[src/hdl/dsl_pkg.sv]
// Shared types and constants for the double-step line rasterizer.
package dsl_pkg;

	localparam int COORD_W        = 12;
	localparam int COLOR_W        = 32;
	localparam int DEF_COORD_BITS = 12;
	localparam int PIX_PER_STEP   = 4;
	localparam int CNT_W          = $clog2(PIX_PER_STEP + 1);
	localparam int IDX_W          = $clog2(PIX_PER_STEP);

	typedef enum logic {
		CMD_LOAD    = 1'b0,
		CMD_ADVANCE = 1'b1
	} cmd_t;

	typedef struct packed {
		cmd_t               cmd;
		logic [COORD_W-1:0] start_x;
		logic [COORD_W-1:0] start_y;
		logic [COORD_W-1:0] end_x;
		logic [COORD_W-1:0] end_y;
		logic [COLOR_W-1:0] color;
	} item_t;

	typedef struct packed {
		logic [COORD_W-1:0] pixel_x;
		logic [COORD_W-1:0] pixel_y;
		logic [COLOR_W-1:0] pixel_color;
		logic               last_of_run;
		logic               line_done;
	} pixel_t;

	typedef struct packed {
		pixel_t [PIX_PER_STEP-1:0] pixels;
		logic [CNT_W-1:0]          count;
	} batch_t;

endpackage

[src/hdl/double_step_line_rasterizer_top.sv]
// Top level of the double-step line rasterizer: input register, line engine and pixel buffer.
//
// This block draws lines with the symmetric double-step algorithm. A load
// transfer (cmd CMD_LOAD) carries both endpoints and a color; it abandons any line in
// progress, sets up the new one and yields one pixel (both endpoints equal) or the two
// endpoint pixels. Each advance transfer (cmd CMD_ADVANCE) runs one double step and
// yields four pixels, two walking in from each end, or the final tail of one to three
// pixels; an advance with no line in progress yields nothing. A line of major length d
// gives d+1 pixels in all. The last pixel caused by an item has last_of_run set, and
// the pixel that completes the line also has line_done set. Coordinates are kept
// COORD_BITS wide and wrap at that width. An accepted item lands in an input register;
// in one pass the line engine works out its whole pixel batch and the next line state,
// and the batch moves into the pixel buffer as soon as the buffer is empty or sending
// its last pixel. The pixel port moves one pixel per transfer. An accepted item is
// registered in the input register and its batch then in the pixel buffer, from which
// its first pixel is offered. The item port can take one item into the input register
// while the buffer still drains a batch, and then stalls until that item's batch enters.
module double_step_line_rasterizer_top import dsl_pkg::*; #(
	parameter int COORD_BITS = DEF_COORD_BITS
) (
	input  logic   clk,
	input  logic   arst_n,
	input  logic   item_valid,
	output logic   item_ready,
	input  item_t  item,
	output logic   pixel_valid,
	input  logic   pixel_ready,
	output pixel_t pixel
);

	// Input register: holds one accepted item until the buffer can take its batch.
	item_t  item_s1;
	logic   valid_s1;
	logic   buf_ready;
	logic   take;
	batch_t batch;

	// The engine state advances exactly when a batch enters the buffer.
	assign take = valid_s1 && buf_ready;
	assign item_ready = !valid_s1 || buf_ready;

	always_ff @(posedge clk) begin
		if (item_valid && item_ready) begin
			item_s1 <= item;
		end
	end

	always_ff @(posedge clk or negedge arst_n) begin
		if (!arst_n) begin
			valid_s1 <= 1'b0;
		end else if (item_valid && item_ready) begin
			valid_s1 <= 1'b1;
		end else if (take) begin
			valid_s1 <= 1'b0;
		end
	end

	dsl_engine #(
		.COORD_BITS(COORD_BITS)
	) u_engine (
		.clk   (clk),
		.arst_n(arst_n),
		.step  (take),
		.item  (item_s1),
		.batch (batch)
	);

	dsl_out_buf u_out_buf (
		.clk        (clk),
		.arst_n     (arst_n),
		.load_valid (valid_s1),
		.load_ready (buf_ready),
		.batch      (batch),
		.pixel_valid(pixel_valid),
		.pixel_ready(pixel_ready),
		.pixel      (pixel)
	);

endmodule

[src/hdl/dsl_engine.sv]
// Line state registers and the single-pass logic that turns one item into a pixel batch.
module dsl_engine import dsl_pkg::*; #(
	parameter int COORD_BITS = DEF_COORD_BITS
) (
	input  logic   clk,
	input  logic   arst_n,
	input  logic   step,
	input  item_t  item,
	output batch_t batch
);

	localparam int CB = COORD_BITS;
	localparam int DW = COORD_BITS + 6;

	typedef logic [CB-1:0] coord_t;
	typedef logic signed [DW-1:0] term_t;

	// Line state.
	coord_t           near_x_q, near_y_q, far_x_q, far_y_q;
	term_t            decision_q, incr_one_q, incr_two_q, threshold_q;
	logic             minor_neg_q, swapped_q, gentle_q, active_q;
	coord_t           iter_q;
	logic [1:0]       tail_q;
	logic [COLOR_W-1:0] color_q;

	coord_t           near_x_d, near_y_d, far_x_d, far_y_d;
	term_t            decision_d, incr_one_d, incr_two_d, threshold_d;
	logic             minor_neg_d, swapped_d, gentle_d, active_d;
	coord_t           iter_d;
	logic [1:0]       tail_d;
	logic [COLOR_W-1:0] color_d;

	// Load setup.
	coord_t     a1, b1, a2, b2;
	logic [CB:0] dxr, dyr, ndx, ndy;
	logic       neg_x, neg_y, swap;
	coord_t     adx, ady, dmaj, dmin, dm1;
	coord_t     ma1, mb1, ma2, mb2, ln_x, ln_y, lf_x, lf_y;
	term_t      dmj_s, dmn_s, it2, thr, it1, dec0;
	logic       gent;

	// Advance stepping.
	logic       case_a, case_b, case_c, diag_first;
	logic       m1, m2, mf1;
	coord_t     s_step, ny1, ny2, fy1, fy2;
	coord_t     nx1, nx2, fx1, fx2;

	coord_t [PIX_PER_STEP-1:0] px, py;
	logic [CNT_W-1:0]          cnt;
	logic                      done, out_swap;
	logic [COLOR_W-1:0]        out_color;

	always_comb begin
		a1 = CB'(item.start_x);
		b1 = CB'(item.start_y);
		a2 = CB'(item.end_x);
		b2 = CB'(item.end_y);
		dxr = {1'b0, a2} - {1'b0, a1};
		dyr = {1'b0, b2} - {1'b0, b1};
		ndx = -dxr;
		ndy = -dyr;
		neg_x = dxr[CB];
		neg_y = dyr[CB];
		adx = neg_x ? ndx[CB-1:0] : dxr[CB-1:0];
		ady = neg_y ? ndy[CB-1:0] : dyr[CB-1:0];
		swap = ady > adx;
		ma1 = swap ? b1 : a1;
		mb1 = swap ? a1 : b1;
		ma2 = swap ? b2 : a2;
		mb2 = swap ? a2 : b2;
		dmaj = swap ? ady : adx;
		dmin = swap ? adx : ady;
		dm1 = dmaj - CB'(1);
		if (ma1 > ma2) begin
			ln_x = ma2; ln_y = mb2; lf_x = ma1; lf_y = mb1;
		end else begin
			ln_x = ma1; ln_y = mb1; lf_x = ma2; lf_y = mb2;
		end
		dmj_s = $signed(DW'(dmaj));
		dmn_s = $signed(DW'(dmin));
		it2 = (dmn_s <<< 2) - (dmj_s <<< 1);
		gent = it2[DW-1];
		thr = gent ? (dmn_s <<< 1) : ((dmn_s - dmj_s) <<< 1);
		it1 = thr <<< 1;
		dec0 = gent ? (it1 - dmj_s) : (it1 + dmj_s);
	end

	always_comb begin
		case_a = gentle_q && decision_q[DW-1];
		case_b = !gentle_q && !decision_q[DW-1] && (|decision_q);
		case_c = decision_q < threshold_q;
		diag_first = case_a || case_b;
		s_step = minor_neg_q ? '1 : CB'(1);

		// Minor steps of the near walk (m1, m2) and of the first far pixel (mf1).
		if (iter_q != '0) begin
			if (case_a) begin
				m1 = 1'b0; m2 = 1'b0;
			end else if (case_b) begin
				m1 = 1'b1; m2 = 1'b1;
			end else if (case_c) begin
				m1 = 1'b0; m2 = 1'b1;
			end else begin
				m1 = 1'b1; m2 = 1'b0;
			end
			mf1 = m1;
		end else begin
			if (diag_first) begin
				m1 = !gentle_q; m2 = !gentle_q; mf1 = !gentle_q;
			end else if (case_c) begin
				m1 = 1'b0; m2 = 1'b1; mf1 = 1'b0;
			end else begin
				m1 = 1'b1; m2 = 1'b0;
				mf1 = gentle_q || (decision_q > threshold_q);
			end
		end

		nx1 = near_x_q + CB'(1);
		nx2 = near_x_q + CB'(2);
		fx1 = far_x_q - CB'(1);
		fx2 = far_x_q - CB'(2);
		ny1 = near_y_q + (m1 ? s_step : '0);
		ny2 = ny1 + (m2 ? s_step : '0);
		fy1 = far_y_q - (mf1 ? s_step : '0);
		fy2 = fy1 - (m2 ? s_step : '0);
	end

	always_comb begin
		near_x_d = near_x_q; near_y_d = near_y_q;
		far_x_d = far_x_q; far_y_d = far_y_q;
		decision_d = decision_q; incr_one_d = incr_one_q;
		incr_two_d = incr_two_q; threshold_d = threshold_q;
		minor_neg_d = minor_neg_q; swapped_d = swapped_q;
		gentle_d = gentle_q; active_d = active_q;
		iter_d = iter_q; tail_d = tail_q; color_d = color_q;

		px[0] = nx1; py[0] = ny1;
		px[1] = nx2; py[1] = ny2;
		px[2] = fx1; py[2] = fy1;
		px[3] = fx2; py[3] = fy2;
		cnt = '0;
		done = 1'b0;
		out_swap = swapped_q;
		out_color = color_q;

		if (item.cmd == CMD_LOAD) begin
			minor_neg_d = neg_x != neg_y;
			swapped_d = swap;
			color_d = item.color;
			near_x_d = ln_x; near_y_d = ln_y;
			far_x_d = lf_x; far_y_d = lf_y;
			out_swap = swap;
			out_color = item.color;
			px[0] = ln_x; py[0] = ln_y;
			px[1] = lf_x; py[1] = lf_y;
			if (dmaj == '0) begin
				// Both endpoints coincide: a single pixel finishes the line.
				cnt = CNT_W'(1);
				done = 1'b1;
				active_d = 1'b0;
				iter_d = '0;
				tail_d = '0;
			end else begin
				cnt = CNT_W'(2);
				iter_d = dm1 >> 2;
				tail_d = dm1[1:0];
				incr_two_d = it2;
				gentle_d = gent;
				threshold_d = thr;
				incr_one_d = it1;
				decision_d = dec0;
				done = dmaj == CB'(1);
				active_d = !done;
			end
		end else if (active_q) begin
			if (iter_q != '0) begin
				cnt = CNT_W'(PIX_PER_STEP);
				near_x_d = nx2; near_y_d = ny2;
				far_x_d = fx2; far_y_d = fy2;
				decision_d = decision_q + (diag_first ? incr_one_q : incr_two_q);
				iter_d = iter_q - CB'(1);
				done = (iter_q == CB'(1)) && (tail_q == '0);
				active_d = !done;
			end else if (tail_q != '0) begin
				cnt = CNT_W'(tail_q);
				done = 1'b1;
				active_d = 1'b0;
				tail_d = '0;
			end else begin
				active_d = 1'b0;
			end
		end
	end

	always_comb begin
		batch.count = cnt;
		for (int i = 0; i < PIX_PER_STEP; i++) begin
			batch.pixels[i].pixel_x = COORD_W'(out_swap ? py[i] : px[i]);
			batch.pixels[i].pixel_y = COORD_W'(out_swap ? px[i] : py[i]);
			batch.pixels[i].pixel_color = out_color;
			batch.pixels[i].last_of_run = (CNT_W'(i) + CNT_W'(1)) == cnt;
			batch.pixels[i].line_done = done && ((CNT_W'(i) + CNT_W'(1)) == cnt);
		end
	end

	always_ff @(posedge clk or negedge arst_n) begin
		if (!arst_n) begin
			near_x_q <= '0; near_y_q <= '0; far_x_q <= '0; far_y_q <= '0;
			decision_q <= '0; incr_one_q <= '0; incr_two_q <= '0; threshold_q <= '0;
			minor_neg_q <= 1'b0; swapped_q <= 1'b0; gentle_q <= 1'b0;
			active_q <= 1'b0; iter_q <= '0; tail_q <= '0; color_q <= '0;
		end else if (step) begin
			near_x_q <= near_x_d; near_y_q <= near_y_d;
			far_x_q <= far_x_d; far_y_q <= far_y_d;
			decision_q <= decision_d; incr_one_q <= incr_one_d;
			incr_two_q <= incr_two_d; threshold_q <= threshold_d;
			minor_neg_q <= minor_neg_d; swapped_q <= swapped_d; gentle_q <= gentle_d;
			active_q <= active_d; iter_q <= iter_d; tail_q <= tail_d; color_q <= color_d;
		end
	end

`ifndef SYNTH
	a_idle_advance_silent: assert property (@(posedge clk) disable iff (!arst_n)
		(step && item.cmd == CMD_ADVANCE && !active_q) |-> batch.count == '0)
		else $error("advance without an active line produced pixels");

	a_load_count: assert property (@(posedge clk) disable iff (!arst_n)
		(step && item.cmd == CMD_LOAD) |->
		(batch.count == CNT_W'(1) || batch.count == CNT_W'(2)))
		else $error("load produced a pixel count other than one or two");
`endif

endmodule

[src/hdl/dsl_out_buf.sv]
// Result buffer that holds one pixel batch and hands it out one pixel per transfer.
module dsl_out_buf import dsl_pkg::*; (
	input  logic   clk,
	input  logic   arst_n,
	input  logic   load_valid,
	output logic   load_ready,
	input  batch_t batch,
	output logic   pixel_valid,
	input  logic   pixel_ready,
	output pixel_t pixel
);

	pixel_t [PIX_PER_STEP-1:0] pixels_q;
	logic [CNT_W-1:0]          rem_q;
	logic [IDX_W-1:0]          rd_q;
	logic                      load;

	assign pixel_valid = rem_q != '0;
	assign pixel = pixels_q[rd_q];
	// Free once empty or while the last held pixel leaves.
	assign load_ready = (rem_q == '0) || ((rem_q == CNT_W'(1)) && pixel_ready);
	assign load = load_valid && load_ready;

	always_ff @(posedge clk) begin
		if (load) begin
			pixels_q <= batch.pixels;
		end
	end

	always_ff @(posedge clk or negedge arst_n) begin
		if (!arst_n) begin
			rem_q <= '0;
			rd_q <= '0;
		end else if (load) begin
			rem_q <= batch.count;
			rd_q <= '0;
		end else if (pixel_valid && pixel_ready) begin
			rem_q <= rem_q - CNT_W'(1);
			rd_q <= rd_q + IDX_W'(1);
		end
	end

`ifndef SYNTH
	a_last_flag: assert property (@(posedge clk) disable iff (!arst_n)
		(pixel_valid && rem_q == CNT_W'(1)) |-> pixel.last_of_run)
		else $error("final pixel of a batch lacks last_of_run");

	a_done_is_last: assert property (@(posedge clk) disable iff (!arst_n)
		(pixel_valid && pixel.line_done) |-> pixel.last_of_run)
		else $error("line_done on a pixel that does not end its run");

	a_batch_shows: assert property (@(posedge clk) disable iff (!arst_n)
		(load && batch.count != '0) |=> (pixel_valid && rd_q == '0))
		else $error("loaded batch did not start at its first pixel");
`endif

endmodule

[config.mk]
export PLATFORM = sky130hd
export DESIGN_NAME = double_step_line_rasterizer_top
export DESIGN_NICKNAME = d
export VERILOG_FILES = /design/src/hdl/dsl_pkg.sv /design/src/hdl/double_step_line_rasterizer_top.sv /design/src/hdl/dsl_engine.sv /design/src/hdl/dsl_out_buf.sv
export SDC_FILE = /design/constraint.sdc
export NUM_CORES = 1
export LEC_CHECK = 0
export BUFFER_PORTS_ARGS = -buffer_cell sky130_fd_sc_hd__buf_2
export CORE_ASPECT_RATIO = 0.5
export CORE_MARGIN = 2
export CORE_UTILIZATION = 45
export CTS_BUF_LIST = sky130_fd_sc_hd__clkbuf_4 sky130_fd_sc_hd__clkbuf_8 sky130_fd_sc_hd__clkbuf_16
export DETAILED_ROUTE_END_ITERATION = 7
export GPL_TIMING_DRIVEN = 0
export PLACE_DENSITY = 0.6
export SETUP_SLACK_MARGIN = 0.2
export SLEW_MARGIN = 20
export SYNTH_ARGS = -nofsm -noshare
export SYNTH_HDL_FRONTEND = slang
export SYNTH_HIERARCHICAL = 1
export SYNTH_SLANG_ARGS = --single-unit
[constraint.sdc]
create_clock -name clk -period 11.65 [get_ports clk]
set_input_delay 2.33 -clock clk [delete_from_list [all_inputs] [get_ports clk]]
set_output_delay 2.33 -clock clk [all_outputs]
set_load 0.02 [all_outputs]
==> impl_metrics.csv, run 1 <==
group,metric,value,unit
critical_path,cpLargestDelayFamily,"compound AO/OA/AOI/OAI gates",
global_routing,grt_first_pass_wirelength,133.8,mm
global_routing,top_usage_layer,"met2",
detailed_routing,drt_iter0_drc,2559,
critical_path,rr_startpoint,"item_s1[51]",
critical_path,cp-end-kind,"flip-flop",
global_routing,overflow,0,
clock_network,clk_latency,580,ps
timing,period_needed,10880,ps
flow_run,cap_viol_max_count,0,
cells_and_area,fill_cells,5943,
clock_network,cts_inserted_buffers,44,
cells_and_area,syn2layout_area_growth,12.50,%
hold_path,hold_depth,2,
clock_network,h-tree-depth,2,
cells_and_area,fin_nets,3333,
cells_and_area,drive_gt1_share,18.42,%
clock_network,clockBufferDepth,3,
timing,rsz0062_at_grt,"no",
floorplanning,die_area,68200,µm²
detailed_routing,first_pass_iters,5,
timing,finalCritPeriodShare,93.39,%
clock_network,clock-root-buffer,"clkbuf_16",
detailed_routing,wl_per_cell,22.21,µm
yosys,synth_top_area_share,31.64,%
detailed_routing,vias,22860,
global_routing,grt_pass1_vias,21960,
detailed_routing,antenna_left,0,
critical_path,crit_required,12090,ps
detailed_routing,vias_per_cell,5.723,
floorplanning,fp.dieH,185.7,µm
timing,final_hold_viol_count,0,
critical_path,timing.rr.end,"u_engine/decision_q[14]",
critical_path,cpMostUsedCell,"o21ai_0",
clock_network,cts_hold_buf,0,
yosys,ys.flop_type,"edfxtp_1",
yosys,yosys.area.top_type,"edfxtp_1",
yosys,syn_area,29700,µm²
floorplanning,core_area,65160,µm²
critical_path,critPathKind,"flip-flop to flip-flop",
critical_path,path_buf_inv,8,
cells_and_area,seq_area,13100,µm²
critical_path,reg2reg_depth,44,
yosys,synth_area_leaders,"edfxtp_1 32%, dfrtp_1 12%, ha_1 7.0%, mux4_2 6.2%, nand2_1 4.6%",
global_routing,grt_max_degree,92,
global_routing,track_usage,25.76,%
global_routing,met2_usage,41.42,%
global_routing,antenna_found_initial,1,
yosys,yosys_warnings,6,
yosys,ys_seq_area_share,44.11,%
clock_network,clkSlewWorstSetupHoldPaths,60,ps
timing,setup_viol,0,
hold_path,holdPathEnd,"u_engine/color_q[17]",
floorplanning,die_x,367.3,µm
hold_path,hp-class,"flip-flop to flip-flop",
detailed_routing,wl,88.73,mm
place,port-buffer-count,144,
clock_network,cts.sinks,461,
yosys,synth_seq_cells,461,
timing,worstMarginPinSlew,1084,ps
place,dpl.hpwl,68.08,mm
cells_and_area,multi_input_area,14910,µm²
cells_and_area,antennaDiodeCount,0,
floorplanning,rows,66,
timing,max_freq,0.09191,GHz
global_routing,use_met1,37.46,%
floorplanning,ios,145,
clock_network,cts_tree,"built",
critical_path,crit_arrival,11320,ps
critical_path,cpPeakStageDelay,550,ps
critical_path,critPathLaunchType,"flip-flop",
timing,slew_headroom,27.50,%
timing,finalMaxSlewViolations,0,
critical_path,r2r_slack,770,ps
hold_path,min_from,"item_s1[17]",
yosys,ys_types,90,
yosys,synthArstFlopShare,32.10,%
yosys,syn-instance-count,2871,
yosys,synth_edf_count,313,
yosys,synth.avg_cell_area,10.35,µm²
run_status,status,"completed",
floorplanning,floorplan.initialDensity,45.59,%
critical_path,cp_max_fo,10,
yosys,synth_nets,3129,
place,place_congestion,0.9432,
critical_path,cp_slowest_cell,"a2111oi_0",
timing,skew,15.26,ps
timing,tns,0,ps
global_routing,use_met3,3.394,%
detailed_routing,drc,0,
-- worst reg2reg max path: cells and delay by family, from the launching register on --
| kind | cells | cell delay [ps] |
|---|---|---|
| flops | 1 | 510 |
| mux | 1 | 440 |
| compound gates | 21 | 4840 |
| fa+ha+maj | 5 | 1650 |
| simple gates | 9 | 1180 |
| buf+inv | 8 | 2150 |
-- synthesized netlist by cell type (14+ instances only) --
| cell type | instances |
|---|---|
| nor2b_1 | 24 |
| buf_2 | 20 |
| nor2_1 | 211 |
| o21a_1 | 14 |
| o31ai_1 | 16 |
| mux2_2 | 53 |
| mux4_2 | 82 |
| o21bai_1 | 34 |
| nand3_1 | 49 |
| edfxtp_1 | 313 |
| ha_1 | 165 |
| nor3_1 | 25 |
| mux2i_1 | 74 |
| o21ai_1 | 36 |
| a21o_1 | 38 |
| xnor2_1 | 114 |
| xor2_1 | 62 |
| dfrtp_1 | 148 |
| nand2_1 | 367 |
| a211oi_1 | 15 |
| o21ai_0 | 178 |
| a21oi_1 | 230 |
| nand2b_1 | 14 |
| clkbuf_1 | 96 |
| buf_4 | 106 |
| and2_1 | 28 |
| inv_1 | 128 |
-- cell type report --
class,instances,share of cell area [%]
multi-input combinational,2041,44.62
inverter,133,1.509
buffer,236,4.111
clock buffer,58,3.718
clock inverter,24,0.7152
tap,884,3.310
sequential,461,39.21
timing repair buffer,158,2.801
-- repair_timing --
item	4_1_cts	5_1_grt
endpoints found under the setup margin	12	14
gates resized for setup	13	32
pin swaps	0	2
buffers inserted	0	9
-- layer usage --
layer | part of all wire [%] | up-vias
met2 | 45 | 784
met5 | 0.012 | -
met1 | 47 | 11300
li1 | - | 10680
met4 | 1.8 | 2
met3 | 6.6 | 101
-- flip-flops by register name (all words and copies together) (netlist names), 3 cells and up --
register,cells
u_engine/far_x_q,12
u_engine/far_y_q,12
u_engine/near_y_q,12
u_engine/near_x_q,12
u_engine/incr_two_q,14
item_s1,81
u_out_buf/pixels_q,232
u_engine/color_q,32
u_engine/threshold_q,13
u_out_buf/rem_q,3
u_engine/decision_q,18
u_engine/iter_q,12
-- worst max-delay path by stage --
stage	to	cells past startpoint	slack (ps)	start
after CTS	u_engine/decision_q[15]	54	220	item_s1[44]
after floorplan	u_engine/decision_q[15]	50	2070	item_s1[68]
after global placement	u_engine/decision_q[15]	52	-440	item_s1[51]
after global routing	u_engine/decision_q[15]	54	200	item_s1[44]
final	u_engine/decision_q[14]	44	770	item_s1[51]
after detailed placement	u_engine/decision_q[15]	49	-600	item_s1[34]
-- cells in the final DEF, fill, tap and decap left out, types with 37 or more instances in the layout --
master,n
clkbuf_16,45
mux2i_1,74
xnor2_1,111
edfxtp_1,313
mux2_2,53
mux4_2,82
nand3_1,49
inv_1,128
dfrtp_1,148
a21o_1,38
xor2_1,57
clkbuf_1,92
a21oi_1,225
buf_4,116
nand2_1,367
ha_1,164
o21ai_0,177
nor2_1,210
buf_2,158
o21ai_1,37
-- per-stage QoR --
step	util [%]	hold WS (ps)	setup WS, ps	area, µm²	cells
6_report	51.28	464.3	769.9	33410	3995
5_1_grt	51.28	487.1	202.9	33410	3995
4_1_cts	50.97	469.8	221.5	33210	3986
3_5_place_dp	48.63	451.4	-595.5	31690	3904
3_3_place_gp	48.39	447.8	-444.9	31530	3899
2_1_floorplan	-	436.5	2072	29700	2871
-- cell families (layout without fill, tap and decap cells) --
family / Yosys count / count (layout) / share of synthesized area (%)
DFF: 461 / 461 / 44.11
adders and majority gates: 182 / 182 / 7.801
muxes: 211 / 211 / 10.80
AOI/OAI and AO/OA: 676 / 676 / 13.96
xor gates and xnor gates: 178 / 178 / 5.320
buffers and inverters: 369 / 609 / 6.146
and+or+nand+nor: 794 / 794 / 11.86
Power of run 1 is left out: the tool's default activity adds up to more than one toggle a clock period on the data nets, which glitch-free logic cannot reach.
==> run 2, diff against run 1 <==
Settings changed: SYNTH_HIERARCHICAL 1 to not set.
==> run 2 against run 1 <==
Effect of this change:
- first-iteration DRC count decreased by 6.3%
- critical path depth increased by 4
- via count decreased by 1.2%
- sequential share of layout area decreased by 4.8 points
- synthesized area decreased by 12%
- die area decreased by 12%
- register-to-register slack got worse by 90 ps
- non-clock buffer count decreased by 51
- highest routed layer is now met4
==> impl_metrics.csv, run 2 <==
group,metric,value,unit
run_status,status,"completed",
yosys,yosys_warnings,0,
yosys,yosys.area_share.simple,14.29,%
floorplanning,die_x,345.0,µm
clock_network,clkSlewWorstSetupHoldPaths,60,ps
yosys,synthArstFlopShare,40.55,%
place,port-buffer-count,144,
global_routing,grt_first_pass_wirelength,132.1,mm
timing,finalCritPeriodShare,94.14,%
critical_path,critPathKind,"flip-flop to flip-flop",
timing,period_needed,10970,ps
detailed_routing,drt_iter0_drc,2399,
detailed_routing,drc,0,
global_routing,antenna_found_initial,0,
critical_path,cp_max_fo,10,
detailed_routing,vias_per_cell,5.919,
clock_network,cts.sinks,365,
yosys,synth_nets,3073,
cells_and_area,largest_register_ffs,136,
critical_path,crit_arrival,11420,ps
critical_path,critPathLaunchType,"flip-flop",
yosys,synth_commonest_cells,"385 x nand2_1, 226 x a21oi_1, 219 x nor2_1",
global_routing,track_usage,29.18,%
yosys,synthXorXnorAreaFrac,5.619,%
yosys,synth_top_family_by_area,"compound AO/OA/AOI/OAI gates",
cells_and_area,stdcell_count,3818,
floorplanning,die_area,60200,µm²
detailed_routing,vias,22600,
clock_network,cts_tree,"built",
yosys,synth_top_area_share,24.91,%
cells_and_area,fin_nets,3279,
detailed_routing,wl_per_cell,23.28,µm
cells_and_area,drive_gt1_share,14.92,%
yosys,yosys.area_share.adder,8.924,%
timing,finalMaxSlewViolations,0,
yosys,synth.avg_cell_area,9.294,µm²
clock_network,clock-root-buffer,"clkbuf_16",
yosys,yosys.area.top_type,"edfxtp_1",
floorplanning,rows,62,
timing,rsz0062_at_grt,"no",
critical_path,cp_slowest_cell,"or3b_2",
cells_and_area,layout_commonest_cell,"nand2_1",
timing,slew_headroom,25.08,%
timing,max_freq,0.09118,GHz
global_routing,grt_pass1_vias,21230,
timing,setup_viol,0,
yosys,synth-compound-area-share,18.31,%
yosys,synth_edf_count,217,
cells_and_area,fill_cells,5323,
detailed_routing,first_pass_iters,5,
timing,skew,26.63,ps
floorplanning,floorplan.initialDensity,45.58,%
floorplanning,ios,145,
clock_network,cts_inserted_buffers,37,
timing,final_hold_viol_count,0,
clock_network,cts_hold_buf,0,
clock_network,clk_latency,600,ps
detailed_routing,antenna_left,0,
critical_path,cpMostUsedCell,"nor2_1",
yosys,ys.flop_type,"edfxtp_1",
place,dp_cells,3734,
floorplanning,fp.dieH,174.5,µm
critical_path,cpPeakStageDelay,540,ps
yosys,synth_area_leaders,"edfxtp_1 25%, dfrtp_1 14%, ha_1 7.9%, nand2_1 5.5%, a21oi_1 4.3%",
floorplanning,core_area,57410,µm²
place,place_congestion,1.022,
yosys,ys_seq_area_share,39.06,%
yosys,synth_seq_cells,365,
clock_network,h-tree-depth,2,
cells_and_area,antennaDiodeCount,0,
clock_network,clockBufferDepth,3,
yosys,syn-instance-count,2815,
place,dpl.hpwl,69.58,mm
cells_and_area,multi_input_area,14800,µm²
global_routing,grt_max_degree,57,
critical_path,crit_required,12100,ps
global_routing,overflow,0,
detailed_routing,wl,88.88,mm
cells_and_area,layout_common_cells,"385 x nand2_1, 223 x a21oi_1, 218 x nor2_1, 217 x edfxtp_1, 206 x o21ai_0",
flow_run,cap_viol_max_count,0,
cells_and_area,largest_register,"u_out_buf.pixels_q",
yosys,post-synth-top-count-cell,"nand2_1",
yosys,ys_types,102,
cells_and_area,syn2layout_area_growth,13.52,%
critical_path,cp-end-kind,"flip-flop",
yosys,syn_area,26160,µm²
yosys,synth.area.mux_share,8.589,%
timing,worstMarginPinSlew,1124,ps
cells_and_area,reg.largest.list,"u_out_buf.pixels_q x136, item_s1 x81, u_engine.color_q x32",
hold_path,hp-class,"flip-flop to flip-flop",
cells_and_area,seq_area,10220,µm²
==> run 2: cell types whose count changed after synthesis, sizes merged, moves of 13 or more <==
cell and change:
xor2 -15, o211ai +19, edfxtp -96, mux4 -56, nor3 +14, nand2 +17, clkbuf +15, a21boi +15
a211oi +14, mux2 +20, a31oi +15, o21ai +13, buf -75
==> run 2: repair_timing <==
| action | 4_1_cts | 5_1_grt |
|---|---|---|
| buffers inserted | 1 | 15 |
| setup endpoints to repair | 11 | 9 |
| gates resized for setup | 19 | 37 |
| pin swaps | 0 | 5 |
| hold endpoints to repair | 0 | 0 |
==> run 2: final cells by class <==
| type | count | area share (%) |
|---|---|---|
| clock inverters | 21 | 0.9142 |
| multi-input cells | 2130 | 49.85 |
| flip-flops and latches | 365 | 34.41 |
| inverters | 144 | 1.858 |
| plain buffers | 176 | 2.886 |
| well taps | 768 | 3.235 |
| clock buffers | 47 | 3.471 |
| repair buffers | 167 | 3.379 |
==> run 2: cells by family after synthesis <==
family / count (synthesis)
xor gates and xnor gates: 163
buffers and inverters: 320
and+or+nand+nor: 843
DFF: 365
AOI/OAI and AO/OA: 759
adders and majority gates: 184
muxes: 181
==> run 2: worst paths after layout <==
kind	to	slack (ps)	depth (start not counted)	from
worst max register to register	u_engine.decision_q[12]	680	48	item_s1[34]
min in group asynchronous	u_engine.color_q[3]	1630	1	arst_n
worst min register to register	u_engine.color_q[27]	470	2	u_engine.color_q[27]
max in group asynchronous	u_engine.color_q[26]	9030	3	arst_n
worst max-delay path	u_engine.decision_q[12]	680	48	item_s1[34]
worst min-delay path	u_engine.color_q[27]	470	2	u_engine.color_q[27]
==> run 2: per-layer routing <==
metal / global-route usage, % / up-vias / wire (µm)
li1: - / 10490 / -
met1: 43.72 / 10940 / 41090
met2: 43.83 / 1024 / 38330
met3: 4.899 / 136 / 7517
met4: 6.638 / 0 / 1945
met5: 0 / - / 0
==> run 2: through the flow <==
stage          hold WS (ps)  setup TNS (ps)  utilization [%]  worst slack, ps  instance area [µm²]
2_1_floorplan         440.1               0                -             2073                26160
3_3_place_gp          452.8           -3434            48.50           -577.2                27840
3_5_place_dp          459.9           -3740            48.83           -606.4                28030
4_1_cts               475.7               0            51.31            256.3                29460
5_1_grt               498.5               0            51.74            193.2                29700
6_report              467.7               0            51.74            682.8                29700
==> run 2: worst max-delay path, delay by kind of cell (launching register included) <==
family / cells / cell delay (ps)
AO/OA/AOI/OAI: 16 / 3450
AND/OR/NAND/NOR: 16 / 2600
adder cells (fa/ha/maj): 6 / 2060
buffers and inverters: 6 / 1230
XOR/XNOR: 2 / 580
flip-flops: 1 / 530
multiplexers: 2 / 340
Power of run 2 is left out for the same reason.
